`src/rtl/assert_macros.svh`:
```
// ----------------------------------------------------------------------------
// assertion macros
// shared concurrent assertion forms, removed when NO_ASSERTIONS is set
// ----------------------------------------------------------------------------
`ifndef ASSERT_MACROS_SVH
`define ASSERT_MACROS_SVH

`ifndef NO_ASSERTIONS
`define ASSERT_IMPLY(lbl, clk, rstn, ante, cons) \
  lbl: assert property (@(posedge clk) disable iff (!(rstn)) (ante) |-> (cons)) \
    else $error("assertion failed: implication");
`define ASSERT_NEXT(lbl, clk, rstn, ante, cons) \
  lbl: assert property (@(posedge clk) disable iff (!(rstn)) (ante) |=> (cons)) \
    else $error("assertion failed: next cycle");
`else
`define ASSERT_IMPLY(lbl, clk, rstn, ante, cons)
`define ASSERT_NEXT(lbl, clk, rstn, ante, cons)
`endif

`endif

```
`src/rtl/mfhp_pkg.sv`:
```
// ----------------------------------------------------------------------------
// mfhp_pkg
// types, codes and header length function of the mac frame header parser
// ----------------------------------------------------------------------------
package mfhp_pkg;

  localparam logic [1:0] ADDR_MODE_NONE  = 2'd0;
  localparam logic [1:0] ADDR_MODE_SHORT = 2'd2;
  localparam logic [1:0] ADDR_MODE_EXT   = 2'd3;

  localparam logic ERR_TOO_SHORT = 1'b0;
  localparam logic ERR_ADDR_MODE = 1'b1;

  typedef enum logic [1:0] {
    KIND_HEADER  = 2'd0,
    KIND_PAYLOAD = 2'd1,
    KIND_ERROR   = 2'd2
  } kind_t;

  typedef struct packed {
    logic [7:0] data_byte;
    logic       first_byte;
    logic [9:0] frame_length;
  } in_item_t;

  typedef struct packed {
    kind_t       kind;
    logic [7:0]  payload_byte;
    logic        last_payload;
    logic [7:0]  seq_number;
    logic [15:0] dest_addr;
    logic [15:0] src_addr;
    logic [2:0]  frame_type;
    logic        frame_pending;
    logic        ack_request;
    logic [9:0]  payload_length;
    logic        error_code;
  } result_t;

  function automatic logic [4:0] addr_size(input logic [1:0] mode);
    logic [4:0] n;
    n = 5'd0;
    if (mode == ADDR_MODE_SHORT) n = 5'd2;
    else if (mode == ADDR_MODE_EXT) n = 5'd8;
    return n;
  endfunction

  function automatic logic [4:0] header_len(input logic [15:0] cw);
    logic [1:0] dmode;
    logic [1:0] smode;
    logic       comp;
    logic [4:0] n;
    dmode = cw[11:10];
    smode = cw[15:14];
    comp  = cw[6];
    n = 5'd3;
    if (dmode != ADDR_MODE_NONE) n = n + 5'd2;
    n = n + addr_size(dmode);
    if (smode != ADDR_MODE_NONE && !(comp && dmode != ADDR_MODE_NONE)) n = n + 5'd2;
    n = n + addr_size(smode);
    return n;
  endfunction

endpackage

```
`src/rtl/mfhp_parse.sv`:
```
// ----------------------------------------------------------------------------
// mfhp_parse
// per-byte frame state and decode of one registered byte into a result
// ----------------------------------------------------------------------------
`include "assert_macros.svh"

module mfhp_parse (
  input  logic               clk,
  input  logic               rst_n,
  input  logic               fire,
  input  mfhp_pkg::in_item_t item,
  output logic               res_valid,
  output mfhp_pkg::result_t  res
);

  logic [9:0]  pos_r, pos_nxt;
  logic [15:0] cw_r, cw_nxt;
  logic [4:0]  hl_r, hl_nxt;
  logic [9:0]  lif_r, lif_nxt;
  logic [7:0]  seq_r, seq_nxt;
  logic [15:0] dest_r, dest_nxt;
  logic [15:0] src_r, src_nxt;
  logic        discard_r, discard_nxt;

  logic [9:0]  pos_c;
  logic [15:0] cw_c;
  logic [4:0]  hl_c;
  logic [9:0]  lif_c;
  logic [7:0]  seq_c;
  logic [15:0] dest_c;
  logic [15:0] src_c;
  logic [15:0] cw_full;
  logic [4:0]  hl_full;
  logic [9:0]  sbase;
  logic        active;

  always_comb begin
    pos_nxt     = pos_r;
    cw_nxt      = cw_r;
    hl_nxt      = hl_r;
    lif_nxt     = lif_r;
    seq_nxt     = seq_r;
    dest_nxt    = dest_r;
    src_nxt     = src_r;
    discard_nxt = discard_r;
    res_valid   = 1'b0;
    res         = '0;

    active = item.first_byte || !discard_r;
    pos_c  = item.first_byte ? 10'd0 : pos_r;
    cw_c   = item.first_byte ? 16'd0 : cw_r;
    hl_c   = item.first_byte ? 5'd0 : hl_r;
    lif_c  = item.first_byte ? item.frame_length : lif_r;
    seq_c  = item.first_byte ? 8'd0 : seq_r;
    dest_c = item.first_byte ? 16'd0 : dest_r;
    src_c  = item.first_byte ? 16'd0 : src_r;

    cw_full = {item.data_byte, cw_c[7:0]};
    hl_full = mfhp_pkg::header_len(cw_full);
    sbase   = cw_c[6] ? 10'd7 : 10'd9;

    if (fire && active) begin
      discard_nxt = 1'b0;
      lif_nxt     = lif_c;
      cw_nxt      = cw_c;
      hl_nxt      = hl_c;
      seq_nxt     = seq_c;
      dest_nxt    = dest_c;
      src_nxt     = src_c;
      pos_nxt     = pos_c + 10'd1;

      if (pos_c == 10'd0) begin
        cw_nxt = {8'd0, item.data_byte};
        if (lif_c <= 10'd2) begin
          res_valid      = 1'b1;
          res.kind       = mfhp_pkg::KIND_ERROR;
          res.error_code = mfhp_pkg::ERR_TOO_SHORT;
          discard_nxt    = 1'b1;
        end
      end else if (pos_c == 10'd1) begin
        cw_nxt = cw_full;
        hl_nxt = hl_full;
        if ({1'b0, lif_c} <= {6'd0, hl_full} + 11'd2) begin
          res_valid      = 1'b1;
          res.kind       = mfhp_pkg::KIND_ERROR;
          res.error_code = mfhp_pkg::ERR_TOO_SHORT;
          discard_nxt    = 1'b1;
        end else if (cw_full[11:10] != mfhp_pkg::ADDR_MODE_SHORT ||
                     cw_full[15:14] != mfhp_pkg::ADDR_MODE_SHORT) begin
          res_valid      = 1'b1;
          res.kind       = mfhp_pkg::KIND_ERROR;
          res.error_code = mfhp_pkg::ERR_ADDR_MODE;
          discard_nxt    = 1'b1;
        end
      end else if (pos_c < {5'd0, hl_c}) begin
        if (pos_c == 10'd2) seq_nxt = item.data_byte;
        else if (pos_c == 10'd5) dest_nxt = {dest_c[15:8], item.data_byte};
        else if (pos_c == 10'd6) dest_nxt = {item.data_byte, dest_c[7:0]};
        else if (pos_c == sbase) src_nxt = {src_c[15:8], item.data_byte};
        else if (pos_c == sbase + 10'd1) src_nxt = {item.data_byte, src_c[7:0]};
        if (pos_c == {5'd0, hl_c - 5'd1}) begin
          res_valid          = 1'b1;
          res.kind           = mfhp_pkg::KIND_HEADER;
          res.seq_number     = seq_nxt;
          res.dest_addr      = dest_nxt;
          res.src_addr       = src_nxt;
          res.frame_type     = cw_c[2:0];
          res.frame_pending  = cw_c[4];
          res.ack_request    = cw_c[5];
          res.payload_length = lif_c - {5'd0, hl_c} - 10'd2;
        end
      end else if ({1'b0, pos_c} + 11'd2 < {1'b0, lif_c}) begin
        res_valid        = 1'b1;
        res.kind         = mfhp_pkg::KIND_PAYLOAD;
        res.payload_byte = item.data_byte;
        res.last_payload = ({1'b0, pos_c} + 11'd3 == {1'b0, lif_c});
      end else if ({1'b0, pos_c} + 11'd1 >= {1'b0, lif_c}) begin
        discard_nxt = 1'b1;
      end
    end
  end

  always_ff @(posedge clk) begin
    if (!rst_n) begin
      pos_r     <= '0;
      cw_r      <= '0;
      hl_r      <= '0;
      lif_r     <= '0;
      seq_r     <= '0;
      dest_r    <= '0;
      src_r     <= '0;
      discard_r <= 1'b1;
    end else begin
      pos_r     <= pos_nxt;
      cw_r      <= cw_nxt;
      hl_r      <= hl_nxt;
      lif_r     <= lif_nxt;
      seq_r     <= seq_nxt;
      dest_r    <= dest_nxt;
      src_r     <= src_nxt;
      discard_r <= discard_nxt;
    end
  end

  `ASSERT_NEXT(a_error_discards, clk, rst_n, res_valid && res.kind == mfhp_pkg::KIND_ERROR, discard_r)
  `ASSERT_IMPLY(a_header_short_modes, clk, rst_n, res_valid && res.kind == mfhp_pkg::KIND_HEADER, cw_r[11:10] == mfhp_pkg::ADDR_MODE_SHORT && cw_r[15:14] == mfhp_pkg::ADDR_MODE_SHORT)
  `ASSERT_IMPLY(a_payload_after_header, clk, rst_n, res_valid && res.kind == mfhp_pkg::KIND_PAYLOAD, hl_r != 5'd0 && pos_r >= {5'd0, hl_r})

endmodule

```
`src/rtl/mfhp_out_reg.sv`:
```
// ----------------------------------------------------------------------------
// mfhp_out_reg
// result register that holds a result until the receiving side takes it
// ----------------------------------------------------------------------------
module mfhp_out_reg (
  input  logic              clk,
  input  logic              rst_n,
  input  logic              load,
  input  logic              res_valid,
  input  mfhp_pkg::result_t res,
  input  logic              out_stall,
  output logic              can_load,
  output logic              out_valid,
  output mfhp_pkg::result_t out_res
);

  logic              valid_r;
  mfhp_pkg::result_t res_r;

  assign can_load  = !valid_r || !out_stall;
  assign out_valid = valid_r;
  assign out_res   = res_r;

  always_ff @(posedge clk) begin
    if (!rst_n) begin
      valid_r <= 1'b0;
    end else if (can_load) begin
      valid_r <= load && res_valid;
    end
  end

  always_ff @(posedge clk) begin
    if (can_load && load && res_valid) begin
      res_r <= res;
    end
  end

endmodule

```
`src/rtl/mac_frame_header_parser_top.sv`:
```
// ----------------------------------------------------------------------------
// mac_frame_header_parser_top: 802.15.4 mac header parser, one byte per cycle unless stalled
// structure: input byte register, combinational decode, output result register
// throughput: one byte per cycle while the output is not stalled, set by the single-pass decode stage
// reset: parser idle until a byte with first_byte; no results pending
// ----------------------------------------------------------------------------
module mac_frame_header_parser_top (
  input  logic        clk,
  input  logic        rst_n,
  input  logic        in_valid,
  output logic        in_stall,
  input  logic [7:0]  in_data_byte,
  input  logic        in_first_byte,
  input  logic [9:0]  in_frame_length,
  output logic        out_valid,
  input  logic        out_stall,
  output logic [1:0]  out_kind,
  output logic [7:0]  out_payload_byte,
  output logic        out_last_payload,
  output logic [7:0]  out_seq_number,
  output logic [15:0] out_dest_addr,
  output logic [15:0] out_src_addr,
  output logic [2:0]  out_frame_type,
  output logic        out_frame_pending,
  output logic        out_ack_request,
  output logic [9:0]  out_payload_length,
  output logic        out_error_code
);

  logic               in_valid_r;
  mfhp_pkg::in_item_t item_r;
  logic               can_load;
  logic               fire;
  logic               res_valid;
  mfhp_pkg::result_t  res;
  mfhp_pkg::result_t  out_res;

  assign fire     = in_valid_r && can_load;
  assign in_stall = in_valid_r && !can_load;

  always_ff @(posedge clk) begin
    if (!rst_n) begin
      in_valid_r <= 1'b0;
    end else if (!in_stall) begin
      in_valid_r <= in_valid;
    end
  end

  always_ff @(posedge clk) begin
    if (!in_stall && in_valid) begin
      item_r <= '{data_byte: in_data_byte, first_byte: in_first_byte,
                  frame_length: in_frame_length};
    end
  end

  mfhp_parse u_parse (
    .clk       (clk),
    .rst_n     (rst_n),
    .fire      (fire),
    .item      (item_r),
    .res_valid (res_valid),
    .res       (res)
  );

  mfhp_out_reg u_out_reg (
    .clk       (clk),
    .rst_n     (rst_n),
    .load      (fire),
    .res_valid (res_valid),
    .res       (res),
    .out_stall (out_stall),
    .can_load  (can_load),
    .out_valid (out_valid),
    .out_res   (out_res)
  );

  assign out_kind           = out_res.kind;
  assign out_payload_byte   = out_res.payload_byte;
  assign out_last_payload   = out_res.last_payload;
  assign out_seq_number     = out_res.seq_number;
  assign out_dest_addr      = out_res.dest_addr;
  assign out_src_addr       = out_res.src_addr;
  assign out_frame_type     = out_res.frame_type;
  assign out_frame_pending  = out_res.frame_pending;
  assign out_ack_request    = out_res.ack_request;
  assign out_payload_length = out_res.payload_length;
  assign out_error_code     = out_res.error_code;

endmodule

```
`config.mk`:
```
export PLATFORM = sky130hd
export DESIGN_NAME = mac_frame_header_parser_top
export DESIGN_NICKNAME = d
export VERILOG_FILES = /design/src/rtl/mfhp_pkg.sv /design/src/rtl/mfhp_parse.sv /design/src/rtl/mfhp_out_reg.sv /design/src/rtl/mac_frame_header_parser_top.sv
export VERILOG_INCLUDE_DIRS = /design/src /design/src/rtl
export SDC_FILE = /design/constraint.sdc
export NUM_CORES = 1
export LEC_CHECK = 0
export ABC_AREA = 1
export BUFFER_PORTS_ARGS = -buffer_cell sky130_fd_sc_hd__buf_2
export CAP_MARGIN = 20
export CORE_MARGIN = 10
export CORE_UTILIZATION = 60
export DETAILED_ROUTE_END_ITERATION = 7
export GPL_TIMING_DRIVEN = 0
export PLACE_DENSITY = 0.81
export SLEW_MARGIN = 20
export SYNTH_ARGS = -nofsm -noshare
export SYNTH_HDL_FRONTEND = slang
export SYNTH_HIERARCHICAL = 1
export SYNTH_SLANG_ARGS = --single-unit
export TNS_END_PERCENT = 1
```
`constraint.sdc`:
```
create_clock -name clk -period 20.1 [get_ports clk]
set_clock_uncertainty 0.1 [all_clocks]
set_input_delay 4.02 -clock clk [delete_from_list [all_inputs] [get_ports clk]]
set_output_delay 4.02 -clock clk [all_outputs]
set_load 0.05 [all_outputs]
```
==> results.yml, run 1 <==
clock_network:
  cts_resized: 0
  clock_buffer_count_from_cts: 17
  worst_skew_pair.late_latency_ps: 430
  post_cts.repair.setup_buffers: 0
  level_count_of_the_clock_h_tree: 4
  postCtsHoldBufs: 0
  tritoncts_clock_tree: "built"
  cts_sinks: 160
  clkTransAtPathRegs_ps: 60
  cts_buffer_depth: 2
  clk_root_buffer_cell: "clkbuf_16"
die:
  standard_cell_core_area_sq_um: 15400
  initial_core_utilization: 0.618
  die_area_sq_um: 21300
  design.portCount: 92
  die_x_um: 146
  std_cell_rows: 45
  fp.dieH_um: 146
synth:
  syn_inst: 1276
  netlist-cell-type-count: 46
  yosys_warnings: 6
  asyncSetResetFlopFracSynth: 0
  ys.flop_type: "edfxtp_1"
  syn_area_sq_um: 9510
  synth.avg_cell_area_sq_um: 7.45
  synth-edff-count: 86
  seq_area_frac_synth: 0.428
  syn_nets: 1353
  yosys_register_bits: 160
timing:
  slew_viol_final: 0
  highest_attainable_clock_frequency_ghz: 0.114
  final.setup.tns_ps: 0
  rsz0062_at_grt: "false"
  slew_worst_pin_ps: 1080
  max_slew_margin: 0.271
  report.final.hold_viol_count: 0
  setup_viol: 0
  final.period_utilization: 0.436
  fin_crit_ps: 8770
drt:
  totalWireLength_mm: 27.7
  drc: 0
  routed_wire_length_per_instance_um: 17.1
  routed_via_density: 5.64
  ant_nets: 0
  via_count: 9091
  drt_first_iter_violations: 1113
  detailedRoute.firstPassIterationCount: 6
placed_design:
  routabilityCongestion: 0.990
  port-buffer-count: 91
  dp_cells: 1581
  dp.final_hpwl_mm: 20.7
  dpl-instance-area_sq_um: 10300
run:
  max_cap_violations: 0
grt:
  grt_start_max_net_pins: 27
  grt-busiest-layer: "met2"
  grt_antenna_before_repair: 0
  number_of_global_route_vias_before_repair: 8424
  grt-ovfl-total: 0
  grt_use_total: 0.254
  global_route.usage.met1: 0.338
  wire_length_of_the_first_global_routing_pass_mm: 43.8
  grtUsageMet3: 0.0714
  grt_util_met2: 0.384
layout:
  nNetsFinal: 1466
  drive_above_1_share: 0.132
  final_cells: 1613
  area_growth_syn_to_layout_pct: 14.3
  postLayoutCellArea_sq_um: 10900
  antenna_cells: 0
setup_path:
  timing_worst_setup_path_type: "primary input to output pin"
  required_ps: 15980
  critPathMaxFanout: 3
  worstSetupStartpointType: "primary input"
  critical_path_arrival_ps: 4650
  setup.worst_path.end_class: "output pin"
  r2r_cells: 28
min_path:
  holdCritPathClass: "flop to flop"
  timing.hold.worst_path_depth: 2
power_and_ir_drop:
  ir_drop_v: 0.0000644
  power.density_cell_area_nw_per_um2: 74.3
  p_leak_nw: 5.00
  p_total_w: 0.000807
status:
  run_status: "finished clean"
final cells by class:
class	count	area, sq um
tap	211	264
timing repair buffer	94	538
sequential	160	4060
multi-input combinational	892	4570
fill	1270	4510
buffer	48	224
clock buffer	20	447
inverter	176	662
clock inverter	12	100
state kept, by name (all words and copies together) (netlist names), 5 cells and up:
name	flops
u_out_reg/out_res	67
item_r	19
u_parse/dest_r	16
u_parse/src_r	16
u_parse/lif_r	10
u_parse/pos_r	10
u_parse/seq_r	8
u_parse/cw_r	6
u_parse/hl_r	5
critical path, stage by stage:
cell     delay [ps]
buf_2           120
nand2_2          70
inv_1            70
nand2_2          50
inv_2            50
buf_2           250
path summary, 6_finish.rpt:
kind                     startpoint                    to  slack [ps]
setup / recovery          out_stall              in_stall       11330
hold / removal    u_parse/dest_r[7]     u_parse/dest_r[7]         370
setup reg to reg         item_r[13]  u_out_reg/out_res[3]       14790
hold reg to reg   u_parse/dest_r[7]     u_parse/dest_r[7]         370
report_power, final:
part	switching, W	total [W]	internal, W
clock network	0.000142	0.000307	0.000165
logic	0.0000984	0.000139	0.0000407
registers	0.00000726	0.000362	0.000354
total	0.000247	0.000807	0.000560
cell usage after synthesis (2+ instances only):
| cell | instances | share of area |
|---|---|---|
| buf_4 | 3 | 0.0024 |
| buf_2 | 14 | 0.0074 |
| o21ai_0 | 72 | 0.038 |
| buf_6 | 2 | 0.0024 |
| inv_2 | 9 | 0.0036 |
| nand3_1 | 75 | 0.039 |
| a31oi_1 | 3 | 0.0020 |
| o21bai_1 | 2 | 0.0016 |
| nand3b_1 | 2 | 0.0016 |
| nor2_2 | 4 | 0.0026 |
| nor3_1 | 5 | 0.0026 |
| xnor2_1 | 4 | 0.0037 |
| o21ai_1 | 16 | 0.0084 |
| nand3_2 | 2 | 0.0021 |
| or2_2 | 2 | 0.0013 |
| nor2_1 | 166 | 0.066 |
| nand2_2 | 12 | 0.0079 |
| a211oi_1 | 4 | 0.0032 |
| edfxtp_1 | 86 | 0.27 |
| buf_1 | 3 | 0.0012 |
| nor2_4 | 4 | 0.0047 |
| nor3_2 | 2 | 0.0021 |
| ha_1 | 53 | 0.070 |
| o211ai_1 | 17 | 0.013 |
| dfxtp_1 | 74 | 0.16 |
| nand4_1 | 15 | 0.0099 |
| nand2_1 | 322 | 0.13 |
| inv_1 | 165 | 0.065 |
| clkbuf_1 | 26 | 0.010 |
| a21oi_1 | 79 | 0.042 |
| xor2_1 | 18 | 0.017 |
placed cells by master (no fill, tap or decap), drive strengths merged:
cell type  netlist  final
a211oi           4      4
a21o             1      1
a21oi           80     80
a31oi            3      3
and3             1      1
buf             22    116
clkbuf          26     46
clkinv           2      6
clkinvlp         0      1
dfxtp           74     74
edfxtp          86     86
fa               1      1
ha              53     53
inv            174    181
nand2          335    335
nand3           77     77
nand3b           2      2
nand4           17     17
nor2           174    174
nor3             7      7
nor3b            2      2
nor4             1      1
o211ai          17     17
o21a             1      1
o21ai           88     88
o21bai           2      2
or2              4      4
xnor2            4      4
xor2            18     18
cells by family (layout without fill, tap and decap cells):
kind of cell | after synthesis | after routing | synth area share
flip-flops | 160 | 160 | 0.428
AND/OR/NAND/NOR | 620 | 620 | 0.277
XOR/XNOR | 22 | 22 | 0.0203
AO/OA/AOI/OAI | 196 | 196 | 0.111
adder cells (fa/ha/maj) | 54 | 54 | 0.0719
buffers and inverters | 224 | 350 | 0.0932
through the flow:
step | worst slack [ps] | hold slack [ps] | util
after global routing | 11280 | 378 | 0.707
after global placement | 9820 | 338 | 0.665
final | 11330 | 370 | 0.707
after detailed placement | 11320 | 356 | 0.671
after CTS | 11320 | 366 | 0.707
after floorplan | 11330 | 324 | -
per-layer routing:
metal,vias to the layer above,wire length [um]
met5,-,0
met4,0,751
met3,72,3310
met2,524,12100
met1,4122,11500
li1,4373,-
Power figures use the tool's default switching activity.
==> inputs of run 2 (changes only) <==
--- a/config.mk
+++ b/config.mk
@@ -6,14 +6,14 @@
 export SDC_FILE = /design/constraint.sdc
 export NUM_CORES = 1
 export LEC_CHECK = 0
-export ABC_AREA = 1
+export ABC_AREA = 0
 export BUFFER_PORTS_ARGS = -buffer_cell sky130_fd_sc_hd__buf_2
 export CAP_MARGIN = 20
 export CORE_MARGIN = 10
-export CORE_UTILIZATION = 60
+export CORE_UTILIZATION = 54
 export DETAILED_ROUTE_END_ITERATION = 7
 export GPL_TIMING_DRIVEN = 0
-export PLACE_DENSITY = 0.81
+export PLACE_DENSITY = 0.77
 export SLEW_MARGIN = 20
 export SYNTH_ARGS = -nofsm -noshare
 export SYNTH_HDL_FRONTEND = slang
==> constraint.sdc (replaced) <==
create_clock -name clk -period 7.35 [get_ports clk]
set_clock_uncertainty 0.1 [all_clocks]
set_input_delay 1.47 -clock clk [delete_from_list [all_inputs] [get_ports clk]]
set_output_delay 1.47 -clock clk [all_outputs]
set_load 0.05 [all_outputs]
==> results.yml, run 2 <==
power_and_ir_drop:
  p_leak_nw: 3.82
  power.density_cell_area_nw_per_um2: 214
  ir_drop_v: 0.000226
synth:
  yosys_register_bits: 160
  netlist-cell-type-count: 65
  yosys.cell_count.top_type: "nand2_1"
  syn_nets: 952
  yosysTopAreaCell: "edfxtp_1"
  synth.area.top_cells: "edfxtp_1 (30%), dfxtp_1 (17%), ha_1 (7.7%), nand2_1 (3.8%), a21oi_1 (3.6%)"
  ys.flop_type: "edfxtp_1"
  synth.avg_cell_area_sq_um: 9.88
  post_synth_most_frequent_cells: "nand2_1 (88), edfxtp_1 (86), dfxtp_1 (74)"
  asyncSetResetFlopFracSynth: 0
  seq_area_frac_synth: 0.470
  syn_area_sq_um: 8650
  syn_inst: 875
  yosys_warnings: 6
  synth.top_cell.area_share: 0.299
  synth-edff-count: 86
drt:
  drc: 0
  routed_wire_length_per_instance_um: 19.7
  drt_first_iter_violations: 776
  routed_via_density: 6.03
  via_count: 7345
  detailedRoute.firstPassIterationCount: 5
  ant_nets: 0
  totalWireLength_mm: 24.0
die:
  standard_cell_core_area_sq_um: 15800
  std_cell_rows: 46
  die_x_um: 147
  die_area_sq_um: 21500
  fp.dieH_um: 147
  initial_core_utilization: 0.548
  design.portCount: 92
grt:
  grt_use_total: 0.221
  grt_start_max_net_pins: 28
  wire_length_of_the_first_global_routing_pass_mm: 38.3
  grt-ovfl-total: 0
  grt_antenna_before_repair: 0
  number_of_global_route_vias_before_repair: 7085
layout:
  antenna_cells: 0
  final_cells: 1218
  area_growth_syn_to_layout_pct: 16.7
  layout_common_cells: "buf_2 (99), nand2_1 (88), edfxtp_1 (86)"
  nNetsFinal: 1066
  fin_util: 0.640
  largest_reg_flops: 67
  drive_above_1_share: 0.156
  most_common_cell_after_layout_fill_and_taps_aside: "buf_2"
timing:
  slew_worst_pin_ps: 1040
  slew_viol_final: 0
  timing.hold.ws_ps: 365
  final.setup.tns_ps: 0
  setup_ws_ps: 1020
  max_slew_margin: 0.297
  rsz0062_at_grt: "false"
  setup_viol: 0
  report.final.hold_viol_count: 0
  final.period_utilization: 0.862
  highest_attainable_clock_frequency_ghz: 0.158
  fin_crit_ps: 6330
placed_design:
  routabilityCongestion: 0.985
  port-buffer-count: 91
  dpl_worst_slack_ps: 1200
  dp_cells: 1186
  dp.final_hpwl_mm: 17.5
clock_network:
  clk_root_buffer_cell: "clkbuf_16"
  tritoncts_clock_tree: "built"
  postCtsHoldBufs: 0
  worst_skew_pair.late_latency_ps: 430
  cts_buffer_depth: 2
  level_count_of_the_clock_h_tree: 4
  clkTransAtPathRegs_ps: 70
  post_cts.repair.setup_buffers: 0
  clock_buffer_count_from_cts: 17
  cts_sinks: 160
  cts_resized: 0
setup_path:
  worstSetupStartpointType: "flop"
  critical_path_arrival_ps: 6370
  timing_worst_setup_path_type: "flop to flop"
  rrSetupSlack_ps: 1020
  setup.worst_path.end_class: "flop"
  required_ps: 7390
  critPathMaxFanout: 27
min_path:
  holdCritPathClass: "flop to flop"
status:
  run_status: "finished clean"
run:
  max_cap_violations: 0
==> run 2: final timing paths <==
| kind | depth (start not counted) | from | end |
|---|---|---|---|
| max | 22 | item_r[10] | u_out_reg/out_res[10] |
| max reg2reg | 22 | item_r[10] | u_out_reg/out_res[10] |
| min reg2reg | 1 | u_parse/src_r[14] | u_parse/src_r[14] |
| min | 1 | u_parse/src_r[14] | u_parse/src_r[14] |
==> run 2: cell type report <==
class | count | area [sq um]
inverters | 37 | 139
clock buffers | 18 | 439
well taps | 216 | 270
repair buffers | 95 | 549
plain buffers | 52 | 213
flip-flops and latches | 160 | 4060
multi-input cells | 626 | 4250
fillers | 1329 | 5680
clock inverters | 14 | 170
==> run 2: metal layers <==
layer | global-route usage | share of wire | wire length [um]
met5 | 0 | 0 | 0
met4 | 0.0686 | 0.017 | 409
met3 | 0.0640 | 0.11 | 2610
met2 | 0.334 | 0.44 | 10700
met1 | 0.298 | 0.43 | 10300
==> run 2: per-stage QoR <==
step                power, W  area, sq um
global route         0.00223        10100
global placement     0.00127         9370
finish               0.00216        10100
CTS                  0.00216        10100
detailed placement   0.00128         9480
floorplan            0.00119         8650
==> run 2: where the power goes <==
group          switching (W)  leakage (nW)  total [W]  internal [W]
sequential         0.0000192          1.31   0.000978      0.000959
combinational       0.000195          2.22   0.000290     0.0000942
clock               0.000423         0.297   0.000891      0.000468
==> run 2: logic make-up (layout without fill, tap and decap cells) <==
| family | after synthesis | in the layout | share of synthesized area |
|---|---|---|---|
| compound gates | 198 | 198 | 0.163 |
| buf+inv | 89 | 216 | 0.0407 |
| mux | 16 | 16 | 0.0188 |
| simple gates | 319 | 319 | 0.189 |
| fa+ha+maj | 54 | 54 | 0.0790 |
| xor+xnor | 39 | 39 | 0.0395 |
| flops | 160 | 160 | 0.470 |
==> run 2: critical path, cell delays in order (launching register included) <==
cell	delay, ps
edfxtp_1	430
inv_1	250
clkbuf_1	520
buf_1	510
nand2_1	340
inv_1	250
ha_1	330
inv_1	140
nor3_1	320
nand3_1	140
xor2_1	160
nor2_1	110
ha_1	250
and3_1	190
o211ai_1	130
o2111a_1	270
mux2i_1	120
o21ai_0	270
nand2_1	180
a21oi_4	410
buf_16	210
buf_16	180
buf_16	190
